--- src/hw/rtl/descriptor_slot_allocator_core_assert.svh ---
// ----------------------------------------------------------------------------
// Descriptor slot allocator assertion macros
// Concurrent checks on the core's internal handshakes, clocked and reset-gated.
// ----------------------------------------------------------------------------
`ifndef DESCRIPTOR_SLOT_ALLOCATOR_CORE_ASSERT_SVH
`define DESCRIPTOR_SLOT_ALLOCATOR_CORE_ASSERT_SVH

// same-cycle implication
`define DSA_ASSERT_IMP(label, clk, rst, ante, cons) \
   label: assert property (@(posedge clk) disable iff (rst) (ante) |-> (cons)) \
      else $error("descriptor slot allocator check failed");

// next-cycle implication
`define DSA_ASSERT_NXT(label, clk, rst, ante, cons) \
   label: assert property (@(posedge clk) disable iff (rst) (ante) |=> (cons)) \
      else $error("descriptor slot allocator check failed");

`endif

--- src/hw/rtl/dsa_pkg.sv ---
// ----------------------------------------------------------------------------
// Descriptor slot allocator package
// Field widths, codes and the payload and control types shared by the core.
// ----------------------------------------------------------------------------
package dsa_pkg;

   localparam int FUNC_W      = 2;
   localparam int SLOT_W      = 10;
   localparam int STATUS_W    = 2;
   localparam int ADDR_W      = 48;
   localparam int HSIZE_W     = 9;
   localparam int COUNT_W     = 11;
   localparam int CSR_INDEX_W = 3;
   localparam int CSR_DATA_W  = 48;
   localparam int QUEUE_DEPTH = 2;

   localparam logic [COUNT_W-1:0] SLOT_COUNT_RESET  = 11'd1024;
   localparam logic [HSIZE_W-1:0] HANDLE_SIZE_RESET = 9'd32;

   // request function codes
   localparam logic [FUNC_W-1:0] FUNC_AUTO  = 2'd0;
   localparam logic [FUNC_W-1:0] FUNC_FIXED = 2'd1;
   localparam logic [FUNC_W-1:0] FUNC_FREE  = 2'd2;

   // response status codes
   localparam logic [STATUS_W-1:0] ST_OK           = 2'd0;
   localparam logic [STATUS_W-1:0] ST_NO_FREE      = 2'd1;
   localparam logic [STATUS_W-1:0] ST_TAKEN        = 2'd2;
   localparam logic [STATUS_W-1:0] ST_OUT_OF_RANGE = 2'd3;

   // register indexes
   localparam logic [CSR_INDEX_W-1:0] CSR_SLOT_COUNT     = 3'd0;
   localparam logic [CSR_INDEX_W-1:0] CSR_HANDLE_SIZE    = 3'd1;
   localparam logic [CSR_INDEX_W-1:0] CSR_CPU_START      = 3'd2;
   localparam logic [CSR_INDEX_W-1:0] CSR_SHADER_CPU     = 3'd3;
   localparam logic [CSR_INDEX_W-1:0] CSR_SHADER_GPU     = 3'd4;
   localparam logic [CSR_INDEX_W-1:0] CSR_SHADER_PRESENT = 3'd5;

   typedef struct packed {
      logic [FUNC_W-1:0] func;
      logic [SLOT_W-1:0] search_base;
      logic [SLOT_W-1:0] slot_index;
   } req_type;

   typedef struct packed {
      logic [STATUS_W-1:0] status;
      logic [SLOT_W-1:0]   granted_slot;
      logic [ADDR_W-1:0]   cpu_handle;
      logic [ADDR_W-1:0]   shader_cpu_handle;
      logic [ADDR_W-1:0]   shader_gpu_handle;
   } rsp_type;

   typedef enum logic [1:0] {
      OP_AUTO,
      OP_FIXED,
      OP_FREE,
      OP_REJECT
   } op_type;

   // classified request handed from front to back
   typedef struct packed {
      op_type              op;
      logic [STATUS_W-1:0] status;
      logic [SLOT_W-1:0]   target;
   } cmd_type;

   typedef struct packed {
      logic [HSIZE_W-1:0] handle_size;
      logic [ADDR_W-1:0]  cpu_heap_start;
      logic [ADDR_W-1:0]  shader_cpu_heap_start;
      logic [ADDR_W-1:0]  shader_gpu_heap_start;
      logic               shader_heap_present;
   } cfg_type;

   typedef enum logic [2:0] {
      BK_CLEAR,
      BK_IDLE,
      BK_WALK,
      BK_READ,
      BK_CHECK,
      BK_MUL,
      BK_ADD,
      BK_OUT
   } back_state_type;

   typedef struct packed {
      logic clearing;
      logic idle;
   } back_stat_type;

endpackage

--- src/hw/rtl/dsa_fifo.sv ---
// ----------------------------------------------------------------------------
// Descriptor slot allocator queue
// Small register queue with full and empty flags.
// ----------------------------------------------------------------------------
module dsa_fifo #(
   parameter int WIDTH = 8,
   parameter int DEPTH = 2
) (
   input  logic             clock,
   input  logic             reset,
   input  logic             push,
   input  logic [WIDTH-1:0] wdata,
   output logic             full,
   input  logic             pop,
   output logic [WIDTH-1:0] rdata,
   output logic             empty
);

   localparam int PTR_W = (DEPTH > 1) ? $clog2(DEPTH) : 1;
   localparam int CNT_W = $clog2(DEPTH + 1);

   logic [WIDTH-1:0] entries_ff [DEPTH];
   logic [PTR_W-1:0] wr_ptr_ff;
   logic [PTR_W-1:0] rd_ptr_ff;
   logic [CNT_W-1:0] count_ff;
   logic             do_push;
   logic             do_pop;

   assign full    = (count_ff == CNT_W'(DEPTH));
   assign empty   = (count_ff == '0);
   assign do_push = push && !full;
   assign do_pop  = pop && !empty;
   assign rdata   = entries_ff[rd_ptr_ff];

   always_ff @(posedge clock) begin
      if (reset) begin
         wr_ptr_ff <= '0;
         rd_ptr_ff <= '0;
         count_ff  <= '0;
      end else begin
         if (do_push) begin
            wr_ptr_ff <= (wr_ptr_ff == PTR_W'(DEPTH - 1)) ? '0 : wr_ptr_ff + 1'b1;
         end
         if (do_pop) begin
            rd_ptr_ff <= (rd_ptr_ff == PTR_W'(DEPTH - 1)) ? '0 : rd_ptr_ff + 1'b1;
         end
         if (do_push && !do_pop) begin
            count_ff <= count_ff + 1'b1;
         end else if (do_pop && !do_push) begin
            count_ff <= count_ff - 1'b1;
         end
      end
   end

   always_ff @(posedge clock) begin
      if (do_push) begin
         entries_ff[wr_ptr_ff] <= wdata;
      end
   end

endmodule

--- src/hw/rtl/dsa_front.sv ---
// ----------------------------------------------------------------------------
// Descriptor slot allocator front end
// Accepts requests, range-checks them and queues a classified command.
// ----------------------------------------------------------------------------
module dsa_front import dsa_pkg::*; #(
   parameter int MAX_SLOTS = 1024
) (
   input  logic                           clearing,
   input  logic [$clog2(MAX_SLOTS+1)-1:0] usable,
   input  logic                           req_push,
   output logic                           req_full,
   input  req_type                        req_data,
   output logic                           cmd_push,
   output cmd_type                        cmd_data,
   input  logic                           cmd_full
);

   localparam int CW = $clog2(MAX_SLOTS + 1);
   localparam int TW = (CW > SLOT_W) ? CW : SLOT_W;

   logic [TW-1:0] usable_x;
   logic [TW-1:0] base_x;
   logic [TW-1:0] slot_x;

   // hold requests off while the map is being cleared
   assign req_full = cmd_full || clearing;
   assign cmd_push = req_push && !req_full;

   assign usable_x = TW'(usable);
   assign base_x   = TW'(req_data.search_base);
   assign slot_x   = TW'(req_data.slot_index);

   always_comb begin
      cmd_data        = '0;
      cmd_data.op     = OP_REJECT;
      cmd_data.status = ST_OUT_OF_RANGE;
      cmd_data.target = req_data.slot_index;
      unique case (req_data.func)
         FUNC_AUTO: begin
            cmd_data.target = req_data.search_base;
            if (base_x >= usable_x) begin
               cmd_data.status = ST_NO_FREE;
            end else begin
               cmd_data.op     = OP_AUTO;
               cmd_data.status = ST_OK;
            end
         end
         FUNC_FIXED: begin
            if (slot_x < usable_x) begin
               cmd_data.op     = OP_FIXED;
               cmd_data.status = ST_OK;
            end
         end
         FUNC_FREE: begin
            if (slot_x < usable_x) begin
               cmd_data.op     = OP_FREE;
               cmd_data.status = ST_OK;
            end
         end
         default: begin
            cmd_data.op = OP_REJECT;
         end
      endcase
   end

endmodule

--- src/hw/rtl/dsa_back.sv ---
// ----------------------------------------------------------------------------
// Descriptor slot allocator back end
// Owns the free bitmap memory, walks it word by word and builds handles.
// ----------------------------------------------------------------------------
module dsa_back import dsa_pkg::*; #(
   parameter int MAX_SLOTS     = 1024,
   parameter int MAP_WORD_BITS = 64
) (
   input  logic                           clock,
   input  logic                           reset,
   input  cfg_type                        cfg,
   input  logic [$clog2(MAX_SLOTS+1)-1:0] usable,
   input  cmd_type                        cmd_data,
   input  logic                           cmd_empty,
   output logic                           cmd_pop,
   output logic                           rsp_push,
   output rsp_type                        rsp_data,
   input  logic                           rsp_full,
   output back_stat_type                  stat
);

   localparam int SW    = $clog2(MAX_SLOTS);
   localparam int BW    = SW + 1;
   localparam int WB    = MAP_WORD_BITS;
   localparam int OW    = $clog2(WB);
   localparam int DEPTH = (MAX_SLOTS + WB - 1) / WB;
   localparam int AW    = (DEPTH > 1) ? $clog2(DEPTH) : 1;
   localparam int PW    = SW + HSIZE_W;

   back_state_type    state_ff, state_in;
   logic [AW-1:0]     clr_ff, clr_in;
   op_type            op_ff, op_in;
   logic [SLOT_W-1:0] rem_ff, rem_in;
   logic [AW-1:0]     word_ff, word_in;
   logic [SW-1:0]     wbase_ff, wbase_in;
   logic [SW-1:0]     slot_ff, slot_in;
   logic [PW-1:0]     prod_ff, prod_in;
   rsp_type           res_ff, res_in;

   logic [WB-1:0]     map_mem [DEPTH];
   logic [WB-1:0]     rd_ff;
   logic              mem_we;
   logic [AW-1:0]     mem_waddr;
   logic [WB-1:0]     mem_wdata;

   logic [OW-1:0]     rem_off;
   logic [BW-1:0]     usable_b;
   logic [BW-1:0]     wbase_next;
   logic [BW-1:0]     lim;
   logic [WB-1:0]     mask;
   logic [WB-1:0]     hit;
   logic [WB-1:0]     low1;
   logic [OW-1:0]     enc;
   logic [WB-1:0]     bit_sel;
   logic [SW-1:0]     slot_fix;
   logic [SW-1:0]     slot_auto;

   assign rem_off    = rem_ff[OW-1:0];
   assign usable_b   = BW'(usable);
   assign wbase_next = BW'(wbase_ff) + BW'(WB);
   assign lim        = usable_b - BW'(wbase_ff);
   assign bit_sel    = WB'(1) << rem_off;
   assign slot_fix   = wbase_ff + SW'(rem_off);
   assign slot_auto  = wbase_ff + SW'(enc);

   // eligible bits of the current word: at or above the base, below the usable count
   always_comb begin
      for (int b = 0; b < WB; b++) begin
         mask[b] = (SLOT_W'(b) >= rem_ff) && (BW'(b) < lim);
      end
   end

   assign hit  = rd_ff & mask;
   assign low1 = hit & (~hit + WB'(1));

   always_comb begin
      enc = '0;
      for (int b = 0; b < WB; b++) begin
         if (low1[b]) begin
            enc = enc | OW'(b);
         end
      end
   end

   always_comb begin
      state_in  = state_ff;
      clr_in    = clr_ff;
      op_in     = op_ff;
      rem_in    = rem_ff;
      word_in   = word_ff;
      wbase_in  = wbase_ff;
      slot_in   = slot_ff;
      prod_in   = prod_ff;
      res_in    = res_ff;
      mem_we    = 1'b0;
      mem_waddr = word_ff;
      mem_wdata = rd_ff;
      cmd_pop   = 1'b0;
      rsp_push  = 1'b0;
      unique case (state_ff)
         BK_CLEAR: begin
            mem_we    = 1'b1;
            mem_waddr = clr_ff;
            mem_wdata = '1;
            clr_in    = clr_ff + 1'b1;
            if (clr_ff == AW'(DEPTH - 1)) begin
               state_in = BK_IDLE;
            end
         end
         BK_IDLE: begin
            if (!cmd_empty) begin
               cmd_pop       = 1'b1;
               op_in         = cmd_data.op;
               rem_in        = cmd_data.target;
               word_in       = '0;
               wbase_in      = '0;
               res_in        = '0;
               res_in.status = cmd_data.status;
               state_in      = (cmd_data.op == OP_REJECT) ? BK_OUT : BK_WALK;
            end
         end
         BK_WALK: begin
            // advance to the word that holds the target slot
            if (rem_ff >= SLOT_W'(WB)) begin
               rem_in   = rem_ff - SLOT_W'(WB);
               word_in  = word_ff + 1'b1;
               wbase_in = wbase_next[SW-1:0];
            end else begin
               state_in = BK_READ;
            end
         end
         BK_READ: begin
            state_in = BK_CHECK;
         end
         BK_CHECK: begin
            unique case (op_ff)
               OP_FREE: begin
                  mem_we              = 1'b1;
                  mem_wdata           = rd_ff | bit_sel;
                  res_in.status       = ST_OK;
                  res_in.granted_slot = SLOT_W'(slot_fix);
                  state_in            = BK_OUT;
               end
               OP_FIXED: begin
                  if (rd_ff[rem_off]) begin
                     mem_we    = 1'b1;
                     mem_wdata = rd_ff & ~bit_sel;
                     slot_in   = slot_fix;
                     state_in  = BK_MUL;
                  end else begin
                     res_in.status = ST_TAKEN;
                     state_in      = BK_OUT;
                  end
               end
               OP_AUTO: begin
                  if (|hit) begin
                     mem_we    = 1'b1;
                     mem_wdata = rd_ff & ~low1;
                     slot_in   = slot_auto;
                     state_in  = BK_MUL;
                  end else if (wbase_next >= usable_b) begin
                     res_in.status = ST_NO_FREE;
                     state_in      = BK_OUT;
                  end else begin
                     // later words are searched from their first bit
                     word_in  = word_ff + 1'b1;
                     wbase_in = wbase_next[SW-1:0];
                     rem_in   = '0;
                     state_in = BK_READ;
                  end
               end
               default: begin
                  state_in = BK_OUT;
               end
            endcase
         end
         BK_MUL: begin
            prod_in  = PW'(slot_ff) * PW'(cfg.handle_size);
            state_in = BK_ADD;
         end
         BK_ADD: begin
            res_in.status       = ST_OK;
            res_in.granted_slot = SLOT_W'(slot_ff);
            res_in.cpu_handle   = cfg.cpu_heap_start + ADDR_W'(prod_ff);
            if (cfg.shader_heap_present) begin
               res_in.shader_cpu_handle = cfg.shader_cpu_heap_start + ADDR_W'(prod_ff);
               res_in.shader_gpu_handle = cfg.shader_gpu_heap_start + ADDR_W'(prod_ff);
            end
            state_in = BK_OUT;
         end
         BK_OUT: begin
            if (!rsp_full) begin
               rsp_push = 1'b1;
               state_in = BK_IDLE;
            end
         end
         default: begin
            state_in = BK_IDLE;
         end
      endcase
   end

   always_ff @(posedge clock) begin
      if (reset) begin
         state_ff <= BK_CLEAR;
         clr_ff   <= '0;
      end else begin
         state_ff <= state_in;
         clr_ff   <= clr_in;
      end
   end

   always_ff @(posedge clock) begin
      op_ff    <= op_in;
      rem_ff   <= rem_in;
      word_ff  <= word_in;
      wbase_ff <= wbase_in;
      slot_ff  <= slot_in;
      prod_ff  <= prod_in;
      res_ff   <= res_in;
   end

   always_ff @(posedge clock) begin
      if (mem_we) begin
         map_mem[mem_waddr] <= mem_wdata;
      end
      rd_ff <= map_mem[word_ff];
   end

   assign rsp_data      = res_ff;
   assign stat.clearing = (state_ff == BK_CLEAR);
   assign stat.idle     = (state_ff == BK_IDLE);

endmodule

--- src/hw/rtl/descriptor_slot_allocator_core.sv ---
// ----------------------------------------------------------------------------
// Descriptor slot allocator core
// Path: a reject goes straight to the response; a free walks to its word, reads
//   and checks it; allocations also build handles, and an automatic search reads each extra word.
// Throughput: one request at a time in the bitmap walker (one walker serves the map).
// Reset: synchronous; a clearing pass over the MAX_SLOTS/MAP_WORD_BITS map words (16 by
//   default) fills the map with free marks while req_full is held high.
// ----------------------------------------------------------------------------
`include "descriptor_slot_allocator_core_assert.svh"

module descriptor_slot_allocator_core import dsa_pkg::*; #(
   parameter int MAX_SLOTS     = 1024,
   parameter int MAP_WORD_BITS = 64
) (
   input  logic                   clock,
   input  logic                   reset,
   input  logic                   csr_wr_en,
   input  logic [CSR_INDEX_W-1:0] csr_index,
   input  logic [CSR_DATA_W-1:0]  csr_wdata,
   input  logic                   req_push,
   output logic                   req_full,
   input  req_type                req_data,
   output logic                   rsp_empty,
   input  logic                   rsp_pop,
   output rsp_type                rsp_data
);

   localparam int CW = $clog2(MAX_SLOTS + 1);
   localparam int XW = (CW > COUNT_W) ? CW : COUNT_W;

   logic [COUNT_W-1:0] slot_count_ff;
   cfg_type            cfg_ff;
   logic [XW-1:0]      count_x;
   logic [CW-1:0]      usable;

   cmd_type            cmd_in_data;
   cmd_type            cmd_out_data;
   logic               cmd_push;
   logic               cmd_full;
   logic               cmd_pop;
   logic               cmd_empty;
   logic               rsp_push;
   logic               rsp_q_full;
   rsp_type            rsp_in_data;
   back_stat_type      back_stat;

   always_ff @(posedge clock) begin
      if (reset) begin
         slot_count_ff                <= SLOT_COUNT_RESET;
         cfg_ff.handle_size           <= HANDLE_SIZE_RESET;
         cfg_ff.cpu_heap_start        <= '0;
         cfg_ff.shader_cpu_heap_start <= '0;
         cfg_ff.shader_gpu_heap_start <= '0;
         cfg_ff.shader_heap_present   <= 1'b0;
      end else if (csr_wr_en) begin
         unique case (csr_index)
            CSR_SLOT_COUNT:     slot_count_ff <= csr_wdata[COUNT_W-1:0];
            CSR_HANDLE_SIZE:    cfg_ff.handle_size <= csr_wdata[HSIZE_W-1:0];
            CSR_CPU_START:      cfg_ff.cpu_heap_start <= csr_wdata[ADDR_W-1:0];
            CSR_SHADER_CPU:     cfg_ff.shader_cpu_heap_start <= csr_wdata[ADDR_W-1:0];
            CSR_SHADER_GPU:     cfg_ff.shader_gpu_heap_start <= csr_wdata[ADDR_W-1:0];
            CSR_SHADER_PRESENT: cfg_ff.shader_heap_present <= csr_wdata[0];
            default: begin
            end
         endcase
      end
   end

   // clamp the programmed count to the map size
   assign count_x = XW'(slot_count_ff);
   assign usable  = (count_x < XW'(MAX_SLOTS)) ? CW'(count_x) : CW'(MAX_SLOTS);

   dsa_front #(
      .MAX_SLOTS (MAX_SLOTS)
   ) u_front (
      .clearing (back_stat.clearing),
      .usable   (usable),
      .req_push (req_push),
      .req_full (req_full),
      .req_data (req_data),
      .cmd_push (cmd_push),
      .cmd_data (cmd_in_data),
      .cmd_full (cmd_full)
   );

   dsa_fifo #(
      .WIDTH ($bits(cmd_type)),
      .DEPTH (QUEUE_DEPTH)
   ) u_cmd_q (
      .clock (clock),
      .reset (reset),
      .push  (cmd_push),
      .wdata (cmd_in_data),
      .full  (cmd_full),
      .pop   (cmd_pop),
      .rdata (cmd_out_data),
      .empty (cmd_empty)
   );

   dsa_back #(
      .MAX_SLOTS     (MAX_SLOTS),
      .MAP_WORD_BITS (MAP_WORD_BITS)
   ) u_back (
      .clock     (clock),
      .reset     (reset),
      .cfg       (cfg_ff),
      .usable    (usable),
      .cmd_data  (cmd_out_data),
      .cmd_empty (cmd_empty),
      .cmd_pop   (cmd_pop),
      .rsp_push  (rsp_push),
      .rsp_data  (rsp_in_data),
      .rsp_full  (rsp_q_full),
      .stat      (back_stat)
   );

   dsa_fifo #(
      .WIDTH ($bits(rsp_type)),
      .DEPTH (QUEUE_DEPTH)
   ) u_rsp_q (
      .clock (clock),
      .reset (reset),
      .push  (rsp_push),
      .wdata (rsp_in_data),
      .full  (rsp_q_full),
      .pop   (rsp_pop),
      .rdata (rsp_data),
      .empty (rsp_empty)
   );

   `DSA_ASSERT_IMP(a_clear_after_reset, clock, reset, $fell(reset), req_full)
   `DSA_ASSERT_NXT(a_pop_starts_work, clock, reset, cmd_pop, !back_stat.idle)
   `DSA_ASSERT_IMP(a_push_has_room, clock, reset, rsp_push, !rsp_q_full)
   `DSA_ASSERT_NXT(a_push_shows_rsp, clock, reset, rsp_push, !rsp_empty)

endmodule

--- config.mk ---
export PLATFORM = sky130hd
export DESIGN_NAME = descriptor_slot_allocator_core
export DESIGN_NICKNAME = d
export VERILOG_FILES = /design/src/hw/rtl/dsa_pkg.sv /design/src/hw/rtl/dsa_fifo.sv /design/src/hw/rtl/dsa_front.sv /design/src/hw/rtl/dsa_back.sv /design/src/hw/rtl/descriptor_slot_allocator_core.sv
export VERILOG_INCLUDE_DIRS = /design/src /design/src/hw/rtl
export SDC_FILE = /design/constraint.sdc
export NUM_CORES = 2
export LEC_CHECK = 0
export BUFFER_PORTS_ARGS = -buffer_cell sky130_fd_sc_hd__buf_2
export CAP_MARGIN = 20
export CORE_ASPECT_RATIO = 0.8
export CORE_UTILIZATION = 40
export CTS_CLUSTER_DIAMETER = 80
export DETAILED_ROUTE_END_ITERATION = 12
export PLACE_DENSITY_LB_ADDON = 0.3
export SKIP_LAST_GASP = 1
export SYNTH_ARGS = -nofsm -noshare
export SYNTH_HDL_FRONTEND = slang
export SYNTH_HIERARCHICAL = 1
export SYNTH_SLANG_ARGS = --single-unit
--- constraint.sdc ---
create_clock -name clock -period 12.7 [get_ports clock]
set_input_delay 2.54 -clock clock [delete_from_list [all_inputs] [get_ports clock]]
set_output_delay 2.54 -clock clock [all_outputs]
set_load 0.005 [all_outputs]
======== After elaboration in Yosys (flattened, before gate mapping) ========
Memories as Yosys holds them, arrays and structs flattened. A register that Yosys moved wholly into a read port is not among the register bits.
Index checks and enable logic that the tools add are counted.
cells by class
  eq/ne operators ......................... 37
  shift operators ......................... 1
  reductions and logical operators ........ 120
  add/subtract/negate cells ............... 19
  bitwise gates (word level) .............. 8
  mux-type cells .......................... 250
  multipliers ............................. 1
  $lt $le $gt $ge ......................... 134
operators with widths
  operator                                                    number
  2-to-1 mux 64 bit                                           7
  2-to-1 mux 48 bit                                           9
  2-to-1 mux 10 bit                                           36
  less-than comparator 6 x 11 -> 1 bit, first input constant  32
  >= comparator 6 x 10 -> 1 bit, first input constant         32
  2-to-1 mux 156 bit                                          2
  2-to-1 mux 154 bit                                          2
  case mux 144 bit (2 select lines)                           1
  AND 64 bit                                                  4
  2-to-1 mux 6 bit                                            32
  2-to-1 mux 96 bit                                           2
  NOT 64 bit                                                  3
  case mux 64 bit (3 select lines)                            1
  less-than comparator 5 x 11 -> 1 bit, first input constant  16
  >= comparator 5 x 10 -> 1 bit, first input constant         16
  adder 48 x 19 -> 48 bit                                     3
  case mux 64 bit (2 select lines)                            1
  2-to-1 mux 4 bit                                            25
  less-than comparator 4 x 11 -> 1 bit, first input constant  8
  >= comparator 4 x 10 -> 1 bit, first input constant         8
  2-to-1 mux 5 bit                                            16
  logical AND 1 bit                                           73
  2-to-1 mux 3 bit                                            24
  2-to-1 mux 11 bit                                           6
  other kinds (59)                                            211
word-level totals
  flip-flop bits (word level) ............. 391
  input port bits ......................... 78
  output and inout port bits .............. 158
  memories ................................ 3
  RAM bits ................................ 1364
  word-level logic and storage cells ...... 598
memories
  name                words  bits a word  read ports  clocked after Yosys merged registers in  wr ports  line            RTL
  u_back.map_mem      16     64           1           1                                        1         dsa_back.sv:40  logic [WB-1:0] map_mem [DEPTH];
  u_rsp_q.entries_ff  2      156          1           1                                        1         dsa_fifo.sv:22  logic [WIDTH-1:0] entries_ff [DEPTH];
  u_cmd_q.entries_ff  2      14           1           1                                        1         dsa_fifo.sv:22

======== Depth between registers and ports, before layout ========
  depth in word-level cells ............... 78
  gate-level depth with buffers ........... 23
  gate-level depth less buffers ........... 22

======== By module ========
Netlist, hierarchy kept.
by module, submodules not included
  module                          times used  area each (um^2)  seq. area each (um^2)  cells an instance
  dsa_back                        1           61559.0           38326.8                4176
  dsa_fifo (u_rsp_q)              1           11521.0           9469.1                 510
  descriptor_slot_allocator_core  1           6668.9            3303.2                 606
  dsa_fifo (u_cmd_q)              1           1221.2            940.9                  68
  dsa_front                       1           695.7             0.0                    82

======== Least setup slack after synthesis ========
Ideal clock, no wire load.
  kind .................................... reg2reg
  start ................................... reg slot_count_ff[10] (netlist: count_x[10])
  end ..................................... mem u_back/map_mem[10][0] in the netlist's numbering, enable pin
  slack ................................... 2.570 ns
  required time ........................... 12.057 ns
  setup time .............................. 0.643 ns
  buffers on the path ..................... 3
  arrival time ............................ 9.487 ns
  period minus slack after synthesis ...... 10.130 ns
  cell stages (with the launch flop) ...... 17
  path through ............................ dfxtp_1 -> clkbuf_1 -> nor2b_1 -> ha_1 -> nand3b_1 -> nor2_1 -> clkbuf_1 -> a221oi_1 -> nor2_1 -> and3_1 -> and2_1 -> nand3_2 -> or4_4 -> a21oi_2 -> a31o_4 -> buf_6 -> nor4_1
between the ends
  word-level cells in the longest chain between the ends .. 15
  elaborated cells on any way between the ends .. 141
  classes of those cells .................. add/sub: 1; order compare: 65; mux: 9; bitwise: 1; reduce/logical: 65
RTL lines
  element                                                             line                                  RTL
  start: declaration                                                  descriptor_slot_allocator_core.sv:31  logic [COUNT_W-1:0] slot_count_ff;
  start signal: assignment                                            descriptor_slot_allocator_core.sv:57  CSR_SLOT_COUNT: slot_count_ff <= csr_wdata[COUNT_W-1:0];
  less-than comparator 11 bit (*)                                     descriptor_slot_allocator_core.sv:71  assign usable = (count_x < XW'(MAX_SLOTS)) ? CW'(count_x) : CW'(MAX_SLOTS);
  2-to-1 mux 11 bit (*)                                               descriptor_slot_allocator_core.sv:71
  net usable[9]                                                       descriptor_slot_allocator_core.sv:34  logic [CW-1:0] usable;
  subtractor 11 x 10 -> 11 bit (*)                                    dsa_back.sv:61                        assign lim = usable_b - BW'(wbase_ff);
  less-than comparator 1 x 11 -> 1 bit, or another cell as far along  dsa_back.sv:69                        mask[b] = (SLOT_W'(b) >= rem_ff) && (BW'(b) < lim);
  logical AND 1 bit                                                   dsa_back.sv:69
  AND 64 bit (*)                                                      dsa_back.sv:73                        assign hit = rd_ff & mask;
  OR reduction 64 bit (*)                                             dsa_back.sv:156                       if (|hit) begin
  2-to-1 mux 1 bit (*)                                                dsa_back.sv:156
  2-to-1 mux 1 bit (*)                                                dsa_back.sv:136                       unique case (op_ff)
  2-to-1 mux 1 bit (*)                                                dsa_back.sv:100                       unique case (state_ff)
  case mux 1 bit (3 select lines) (*)                                 dsa_back.sv:136
  2-to-1 mux 1 bit (*)                                                dsa_back.sv:100
  case mux 1 bit (2 select lines) (*)                                 dsa_back.sv:100
  2-to-1 mux 1 bit (*)                                                dsa_back.sv:224                       if (mem_we) begin
  2-to-1 mux 1 bit (not written as such) (*)                          dsa_back.sv:225                       map_mem[mem_waddr] <= mem_wdata;
  end: declaration                                                    dsa_back.sv:40
The timed path passes the listed nets; every way through them passes the cells marked *. The select of a mux whose other input is x is not followed.

======== Final worst setup path ========
  start ................................... reg slot_count_ff[10] (netlist: count_x[10])
  end ..................................... mem u_back/map_mem[14][27] in the netlist's numbering, enable pin
Same word-level chain as after synthesis.

==> out/qor.csv <==
metric,value,unit
status,"complete, no violations",
largest net degree at the start of global routing,127,
Final Hold Fails,0,
worst hold-check slack,439,ps
total number of vias,50000,
Crit Path Category,reg -> reg,
design area,92500,µm²
startpoint class of the critical path,flop,
Max Slew Vio Count,0,
Root Driver,clkbuf_16,
Worst VDD drop,0.000185,V
P_leak,30.7,nW
Clock Skew,41.7,ps
area of the die,206000,µm²
io pins,236,
CTS max path bufs,3,
Max-slew headroom,5.78,%
Core Rows,147,
CP Cell Sequence,nor2b_1 > ha_1 > nand3b_1 > nor2_1 > buf_6 > a21o_1 > nor3b_1 > nand4b_1 > nor4_4 > nand3_2 > or4_4 > a21oi_2 > a31o_4 > nor4_2 > buf_4 > buf_4,
post-DP HPWL,165000,µm
crit-path max FO,50,
Die X,507,µm
Post-CTS Setup Inserts,0,
crit-path most repeated cell,buf_4,
maxcap violations,0,
min Tclk post-route,7520,ps
final worst slack,5180,ps
DR DRC count,0,
antenna-violating nets left,0,
Max stage delay on crit path,830,ps
H-Tree Depth,4,
area delta synth->final,13.3,%
crit end category,flop,
Peak Freq,0.133,GHz
total length of routed wires,241000,µm
1st-iter DRT viols,6198,
hold_buf cts,0,
Worst Reg-to-Reg Cells,16,
DP Area,86300,µm²
endpoints failing setup,0,
layout cells sized above 1,21.9,%
grt total ovfl,0,
WP depth,16,
RSZ-0062 raised after global routing,false,
worst hold stages,0,
Port Buffer Count,235,
CTS resizes,0,
Worst-path clk slew,60,ps
Buf/Inv on CP,3,
Crit path max-delay family,simple AND/OR/NAND/NOR gates,
pre-CTS WS,5390,ps
CTS tree,yes,
1st-pass router iterations,9,
Clock Sink Count,1815,
Synth Area per Inst,15.0,µm²
gr usage total,23.1,%
slowest library cell on the worst path,dfxtp_1,
total power,17.0,mW
initial antenna violation count,15,
setup TNS,0,ps
Die Y,406,µm
fin nets,5991,
Initial Util,40.5,%
clk_lat worst skew,850,ps
HP Class,reg -> reg,
Syn Inst Count,5441,
post-synthesis cell area,81700,µm²
"Req. time, crit path",13130,ps
vias per cell,5.84,
routability cong.,0.971,
worst-margin pin slew,1400,ps
syn nets,5719,
core box area,202000,µm²
pwr dens,184,nW/µm²
Final period util,59.2,%
TritonCTS Buffers,179,
CP arrival,7950,ps
Synthesis Warnings,6,
first-pass GRT wire length,345000,µm
Avg WL per Cell,28.1,µm
vias in the first global route,48300,
path summary, 6_finish.rpt:
kind	slack, ps	endpoint	start
worst max-delay path	5180	u_back/map_mem[14][27]$_DFFE_PP_	count_x[10]$_SDFFE_PP1P_
worst min-delay path	440	u_rsp_q/entries_ff[0][132]$_DFFE_PP_	u_back/rsp_data[132]$_SDFFCE_PN0P_
worst max register to register	5180	u_back/map_mem[14][27]$_DFFE_PP_	count_x[10]$_SDFFE_PP1P_
worst min register to register	440	u_rsp_q/entries_ff[0][132]$_DFFE_PP_	u_back/rsp_data[132]$_SDFFCE_PN0P_
where the power goes:
group	internal, mW	switching, mW
Combinational	1.16	2.35
Clock	3.14	2.33
Sequential	7.59	0.450
Total	11.9	5.13
flip-flops by register name (all words and copies together), names as in the netlist, named ones only:
| name | flops |
|---|---|
| u_back/rem_ff | 10 |
| u_back/slot_ff | 10 |
| u_back/rd_ff | 64 |
| u_back/state_ff | 3 |
| u_cmd_q/rd_ptr_ff | 1 |
| u_rsp_q/rd_ptr_ff | 1 |
| u_cmd_q/entries_ff | 28 |
| u_cmd_q/count_ff | 2 |
| u_back/word_ff | 4 |
| u_cmd_q/wr_ptr_ff | 1 |
| u_back/clr_ff | 4 |
| u_back/prod_ff | 19 |
| u_back/map_mem | 1024 |
| u_rsp_q/wr_ptr_ff | 1 |
| u_back/rsp_data | 156 |
| u_back/wbase_ff | 4 |
| u_rsp_q/entries_ff | 312 |
| cfg_ff | 154 |
| count_x | 11 |
| u_back/op_ff | 2 |
| u_rsp_q/count_ff | 2 |
through the flow:
step,util [%],instances
detailed placement,42.8,8204
global route,45.8,8548
CTS,45.8,8538
finish,45.9,8559
global placement,42.8,8200
floorplan,-,5441
placed cells by master (no fill, tap or decap), types with 88 or more instances in the layout:
master	instances
nand3_1	106
nor3_1	90
nor2_1	285
mux2_2	180
buf_2	234
inv_1	173
edfxtp_1	1569
nand2b_1	235
ha_1	137
dfxtp_1	245
buf_4	159
a21oi_1	188
clkbuf_16	180
mux2i_1	166
xor2_1	88
o21ai_0	189
mux4_2	341
nand2_1	266
final cells by class:
cell class                 instances  area, µm²
inverter                         176        666
clock inverter                    99       1270
antenna                           11       27.5
fill                           17500     109000
sequential                      1815      52000
multi-input combinational       3142      27900
timing repair buffer             399       2460
clock buffer                     235       4850
tap                             2682       3360
per-layer routing:
| metal | GRT usage [%] | vias to the layer above | share of wire (%) |
|---|---|---|---|
| met5 | 0 | - | 0.028 |
| met4 | 6.03 | 4 | 2.4 |
| met3 | 5.28 | 390 | 9.1 |
| met2 | 31.7 | 2314 | 41 |
| met1 | 36.3 | 25700 | 48 |
| li1 | - | 21600 | - |
(Power assumes the default switching activity.)
